### config.mk
export PLATFORM = sky130hd
export DESIGN_NAME = base64url_stream_encoder
export DESIGN_NICKNAME = d
export VERILOG_FILES = /design/src/rtl/core/b64u_pkg.sv /design/src/rtl/core/base64url_stream_encoder.sv /design/src/rtl/core/b64u_sextet.sv /design/src/rtl/core/b64u_out_buf.sv
export SDC_FILE = /design/constraint.sdc
export NUM_CORES = 1
export LEC_CHECK = 0
export BUFFER_PORTS_ARGS = -buffer_cell sky130_fd_sc_hd__buf_2
export CORE_MARGIN = 2
export CORE_UTILIZATION = 63
export CTS_CLUSTER_SIZE = 30
export DETAILED_ROUTE_END_ITERATION = 7
export HOLD_SLACK_MARGIN = 0.03
export PLACE_DENSITY = 0.9
export REMOVE_ABC_BUFFERS = 1
export SLEW_MARGIN = 20
export SYNTH_ARGS = -nofsm -noshare
export SYNTH_HDL_FRONTEND = slang
export SYNTH_SLANG_ARGS = --single-unit
### constraint.sdc
create_clock -name clk_i -period 5.1 [get_ports clk_i]
set_clock_uncertainty 0.2 [all_clocks]
set_input_delay 0 -clock clk_i [delete_from_list [all_inputs] [get_ports clk_i]]
set_output_delay 0 -clock clk_i [all_outputs]
set_load 0.03 [all_outputs]
### src/rtl/core/b64u_pkg.sv
// Shared types, phase codes and alphabet lookup for the base64url stream encoder.
`timescale 1ns / 1ps
`default_nettype none

package b64u_pkg;

  // Position of the next byte within its three-byte group
  localparam logic [1:0] PH_0 = 2'd0;
  localparam logic [1:0] PH_1 = 2'd1;
  localparam logic [1:0] PH_2 = 2'd2;

  typedef struct packed {
    logic [7:0] data_byte;
    logic       is_final;
  } b64u_in_t;

  typedef struct packed {
    logic [6:0] out_char;
    logic       end_of_message;
  } b64u_out_t;

  // One or two characters produced by one byte
  typedef struct packed {
    logic [6:0] char0;
    logic       last0;
    logic [6:0] char1;
    logic       last1;
    logic       two;
  } b64u_pair_t;

  // Map a sextet to its ASCII code: A-Z a-z 0-9 - _
  function automatic logic [6:0] sextet_to_ascii(input logic [5:0] sx);
    logic [6:0] code;
    code = 7'h5F;
    case (sx) inside
      [6'd0:6'd25]:  code = 7'(sx) + 7'h41;
      [6'd26:6'd51]: code = 7'(sx) + 7'h47;
      [6'd52:6'd61]: code = 7'(sx) - 7'h04;
      6'd62:         code = 7'h2D;
      default:       code = 7'h5F;
    endcase
    return code;
  endfunction

endpackage

`default_nettype wire

### src/rtl/core/base64url_stream_encoder.sv
// Top level of the unpadded base64url stream encoder.
//
//  Channel | Direction | Handshake               | Payload
//  --------+-----------+-------------------------+---------------------------------
//  in      | input     | in_valid_i / in_stall_o | in_i  (data_byte, is_final)
//  out     | output    | out_valid_o/out_stall_i | out_o (out_char, end_of_message)
//
// Flow: a byte yields one character or a pair; the single result register sends them
//   one character per cycle while out_stall_i is low, and takes the next byte once it
//   is empty or its last character leaves. A byte passes the input, then result register.
// Reset: rst_ni clears the group phase, the carry bits and all valid flags at once.
// Stalls: out_stall_i holds the current character; the input register still takes a
//   byte while the result register waits, then stalls until the pair is free.
`timescale 1ns / 1ps
`default_nettype none

module base64url_stream_encoder (
  input  wire logic                clk_i,
  input  wire logic                rst_ni,
  input  wire logic                in_valid_i,
  output logic                     in_stall_o,
  input  wire b64u_pkg::b64u_in_t  in_i,
  output logic                     out_valid_o,
  input  wire logic                out_stall_i,
  output b64u_pkg::b64u_out_t      out_o
);
  import b64u_pkg::*;

  // input register
  logic       in_vld_q;
  b64u_in_t   in_item_q;

  logic       buf_free;
  logic       advance;
  b64u_pair_t pair;

  // move the held item into the result register whenever that register frees up
  assign advance    = in_vld_q && buf_free;
  // hold the input item while it cannot move on
  assign in_stall_o = in_vld_q && !buf_free;

  always_ff @(posedge clk_i or negedge rst_ni) begin
    if (!rst_ni) begin
      in_vld_q <= 1'b0;
    end else if (!in_stall_o) begin
      in_vld_q <= in_valid_i;
    end
  end

  always_ff @(posedge clk_i) begin
    if (!in_stall_o && in_valid_i) begin
      in_item_q <= in_i;
    end
  end

  // split the byte into characters, advance phase and carry on hand-off
  b64u_sextet u_sextet (
    .clk_i     (clk_i),
    .rst_ni    (rst_ni),
    .item_i    (in_item_q),
    .advance_i (advance),
    .pair_o    (pair)
  );

  // send the pair one item per cycle while out_stall_i is low
  b64u_out_buf u_out_buf (
    .clk_i       (clk_i),
    .rst_ni      (rst_ni),
    .load_i      (advance),
    .pair_i      (pair),
    .free_o      (buf_free),
    .out_valid_o (out_valid_o),
    .out_stall_i (out_stall_i),
    .out_o       (out_o)
  );

endmodule

`default_nettype wire

### src/rtl/core/b64u_sextet.sv
// Group phase and carry state, and the split of one byte into one or two characters.
`timescale 1ns / 1ps
`default_nettype none

module b64u_sextet (
  input  wire logic                clk_i,
  input  wire logic                rst_ni,
  input  wire b64u_pkg::b64u_in_t  item_i,
  input  wire logic                advance_i,
  output b64u_pkg::b64u_pair_t     pair_o
);
  import b64u_pkg::*;

  logic [1:0] phase_q, phase_d;
  logic [3:0] carry_q, carry_d;
  logic [5:0] sx0, sx1;
  logic [7:0] b;

  assign b = item_i.data_byte;

  always_comb begin
    pair_o  = '0;
    sx0     = b[7:2];
    sx1     = {b[1:0], 4'b0000};
    phase_d = PH_1;
    carry_d = {2'b00, b[1:0]};
    pair_o.two   = item_i.is_final;
    pair_o.last1 = 1'b1;
    case (phase_q)
      PH_1: begin
        sx0     = {carry_q[1:0], b[7:4]};
        sx1     = {b[3:0], 2'b00};
        phase_d = PH_2;
        carry_d = b[3:0];
      end
      PH_2: begin
        sx0     = {carry_q, b[7:6]};
        sx1     = b[5:0];
        phase_d = PH_0;
        carry_d = 4'd0;
        pair_o.two   = 1'b1;
        pair_o.last1 = item_i.is_final;
      end
      default: begin
        // phase zero, and the unreachable fourth code, split the same way
      end
    endcase
    // a final byte closes the message: start the next one clean
    if (item_i.is_final) begin
      phase_d = PH_0;
      carry_d = 4'd0;
    end
    pair_o.char0 = sextet_to_ascii(sx0);
    pair_o.char1 = sextet_to_ascii(sx1);
    pair_o.last0 = 1'b0;
  end

  always_ff @(posedge clk_i or negedge rst_ni) begin
    if (!rst_ni) begin
      phase_q <= PH_0;
      carry_q <= 4'd0;
    end else if (advance_i) begin
      phase_q <= phase_d;
      carry_q <= carry_d;
    end
  end

endmodule

`default_nettype wire

### src/rtl/core/b64u_out_buf.sv
// Result register holding one character pair and sending it one item at a time.
`timescale 1ns / 1ps
`default_nettype none

module b64u_out_buf (
  input  wire logic                  clk_i,
  input  wire logic                  rst_ni,
  input  wire logic                  load_i,
  input  wire b64u_pkg::b64u_pair_t  pair_i,
  output logic                       free_o,
  output logic                       out_valid_o,
  input  wire logic                  out_stall_i,
  output b64u_pkg::b64u_out_t        out_o
);
  import b64u_pkg::*;

  b64u_pair_t pair_q;
  logic       vld_q;
  logic       sel_q;
  logic       take;

  assign take        = vld_q && !out_stall_i;
  assign free_o      = !vld_q || (take && (!pair_q.two || sel_q));
  assign out_valid_o = vld_q;

  always_comb begin
    if (sel_q) begin
      out_o.out_char       = pair_q.char1;
      out_o.end_of_message = pair_q.last1;
    end else begin
      out_o.out_char       = pair_q.char0;
      out_o.end_of_message = pair_q.last0;
    end
  end

  always_ff @(posedge clk_i or negedge rst_ni) begin
    if (!rst_ni) begin
      vld_q <= 1'b0;
      sel_q <= 1'b0;
    end else if (load_i) begin
      vld_q <= 1'b1;
      sel_q <= 1'b0;
    end else if (take) begin
      if (pair_q.two && !sel_q) begin
        sel_q <= 1'b1;
      end else begin
        vld_q <= 1'b0;
        sel_q <= 1'b0;
      end
    end
  end

  always_ff @(posedge clk_i) begin
    if (load_i) begin
      pair_q <= pair_i;
    end
  end

endmodule

`default_nettype wire

==> results_dict.tcl <==
set metrics [dict create \
    fin_ws_ns 1.259 \
    via_count 2302 \
    cts_sinks 34 \
    yosysTopAreaCell "edfxtp_1" \
    slowest_delay_ns 0.86 \
    initial_core_util_pct 66.36 \
    clk_latency_ns 0.29 \
    htreeDepth 2 \
    hold_violations 0 \
    nets 339 \
    dp_hpwl_um 4373 \
    cp_slowest_cell "ha_1" \
    syn_area_per_cell_um2 9.651 \
    yosysUniqueCellTypes 65 \
    cts_tree "done" \
    grt_use_total_pct 27.64 \
    final_common_cell "nand2_1" \
    die_area_mm2 0.004813 \
    final_core_utilization_pct 73.91 \
    period_share_pct 75.31 \
    setup_viol 0 \
    fp.dieW_um 69.38 \
    num_rows 23 \
    ys_warn_count 0 \
    cts_buffers 5 \
    die_h_um 69.38 \
    post-place-cells 338 \
    final_cell_mix "31 x nand2_1, 25 x edfxtp_1, 22 x buf_2, 19 x nor2_1" \
    ys_ff_latch 34 \
    cts_resized 0 \
    drv_slew 0 \
    area_growth_pct 11.38 \
    fin_crit_ns 3.841 \
    drt_iter0_markers 209 \
    ios 23 \
    drt_pass1_iterations 4 \
    worstPathCellList "inv_1, ha_1, nand2_1, o21ai_1, inv_1, ha_1, o22ai_1, a31oi_2, or4_1, o311ai_0" \
    num_antenna_cells 0 \
    slew_headroom_pct 41.64 \
    post-place-ws_ns 1.371 \
    core_area_mm2 0.004058 \
    clock.fmax_mhz 260.4 \
    ant_nets 0 \
    rsz0062_at_grt "false" \
    ys.flop_type "edfxtp_1" \
    gr-total-overflow 0 \
    crit_required_ns 4.94 \
    grt_antenna_before_repair 0 \
    path_class "register to register" \
    io_buffers 22 \
    grt_pass1_wl_um 10700 \
    min_path_type "primary input to register" \
    tightestPinTransition_ns 0.8755 \
    wl_per_cell_um 17.30 \
    synthArstFlopShare_pct 26.47 \
    synth-edff-count 25 \
    synth_cells 279 \
    cts.clk_slew.worst_paths_ns 0.07 \
    yosys-top-cells-area "edfxtp_1 28%, dfrtp_1 8.4%, ha_1 8.4%" \
    critical_path_arrival_ns 3.69 \
    crit_path_end_kind "register" \
    crit_fanout 34 \
    yosysSeqAreaShare_pct 36.25 \
    crit_buf_inv 2 \
    outcome "finished, final reports clean" \
    final.setup.tns_ns 0 \
    fin_cells 359 \
    start_kind "register" \
    root_buffer "clkbuf_8" \
    vias_per_cell 6.412 \
    path_delay_family "adder cells" \
    layout-drive-gt1-share_pct 16.83 \
    grt_max_degree 35 \
    cts_buffer_depth 2 \
    remaining_drc_errors 0 \
    first_global_vias 2297 \
    place.gp.congestion 1.018 \
    maxCapViolations 0 \
    synth_area_mm2 0.002693 \
    synth_top_area_share_pct 27.88 \
    route.final.wire_length_um 6209 \
]
-- cells by family (layout without fill, tap and decap cells) --
logic type                 Yosys count  count (layout)  share of synthesized area [%]
AOI/OAI and AO/OA                   84              84                          25.14
muxes                               10              10                          4.043
buffers and inverters               25              55                          4.739
DFF                                 34              34                          36.25
xor gates and xnor gates             3               3                         0.9760
adders and majority gates           18              18                          8.364
and+or+nand+nor                    105             105                          20.49
-- flip-flops by register name, summed over array words and instances (netlist names) --
register               count
in_item_q                  9
in_vld_q                   1
u_out_buf.out_valid_o      1
u_out_buf.pair_q          16
u_out_buf.sel_q            1
u_sextet.carry_q           4
u_sextet.phase_q           2
-- layout make-up --
type                    instances  area [µm²]
clock inverters                 2       13.76
well taps                      50       62.56
fillers                       279        1059
multi-input cells             220        1589
flip-flops and latches         34       975.9
clock buffers                   6       72.57
repair buffers                 35       240.2
inverters                      12       45.04
-- synthesized netlist by cell type (4+ instances only) --
cell,count
inv_1,12
dfrtp_1,9
or2_2,6
a221oi_1,4
mux2_2,7
clkbuf_1,5
nor2b_1,9
nand2b_1,5
edfxtp_1,25
ha_1,18
a22oi_1,7
nor2_1,19
and2_1,7
o21ai_0,18
a21oi_1,8
nor4_1,4
o211ai_1,4
nand2_1,31
-- metrics by stage --
| step | cell area [µm²] | hold slack [ns] |
|---|---|---|
| final | 2999 | 0.2151 |
| after global routing | 2999 | 0.2268 |
| after CTS | 2999 | 0.2065 |
| after detailed placement | 2783 | -0.3389 |
| after global placement | 2783 | -0.3425 |
| after floorplan | 2610 | -0.4956 |
-- final timing paths --
path	startpoint	end	slack [ns]	depth (start not counted)
setup reg to reg	u_sextet.phase_q[0]$_DFFE_PN0P_	u_out_buf.pair_q[12]$_DFFE_PP_	1.26	10
setup / recovery	u_sextet.phase_q[0]$_DFFE_PN0P_	u_out_buf.pair_q[12]$_DFFE_PP_	1.26	10
max in group asynchronous	rst_ni	u_sextet.phase_q[1]$_DFFE_PN0P_	3.88	3
hold reg to reg	in_vld_q$_DFFE_PN0N_	u_out_buf.out_valid_o$_DFFE_PN0P_	0.30	2
min in group asynchronous	rst_ni	in_vld_q$_DFFE_PN0N_	0.54	3
hold / removal	in_i[5]	in_item_q[5]$_DFFE_PP_	0.22	2
-- worst reg2reg max path: cells and delay by family, from the launching register on --
family / cells / cell delay, ns
AOI/OAI and AO/OA: 4 / 0.97
adders and majority gates: 2 / 1.14
buffers and inverters: 2 / 0.19
DFF: 1 / 0.37
and+or+nand+nor: 2 / 0.73
-- layer usage --
metal  share of wire, %  global-route usage, %  vias to the layer above
li1                   -                      -                     1116
met1                 44                  33.65                     1097
met2                 50                  49.36                       77
met3                5.2                  6.250                       12
met4                1.4                  6.972                        0
met5                  0                      0                        -
-- timing repair --
action                    in CTS  in global routing
hold endpoints to repair      21                  0
hold buffers                  13                  0
setup buffers                  0                  0
Power is left out: the tool's default activity adds up to more than one toggle a clock period on the data nets, which glitch-free logic cannot reach.
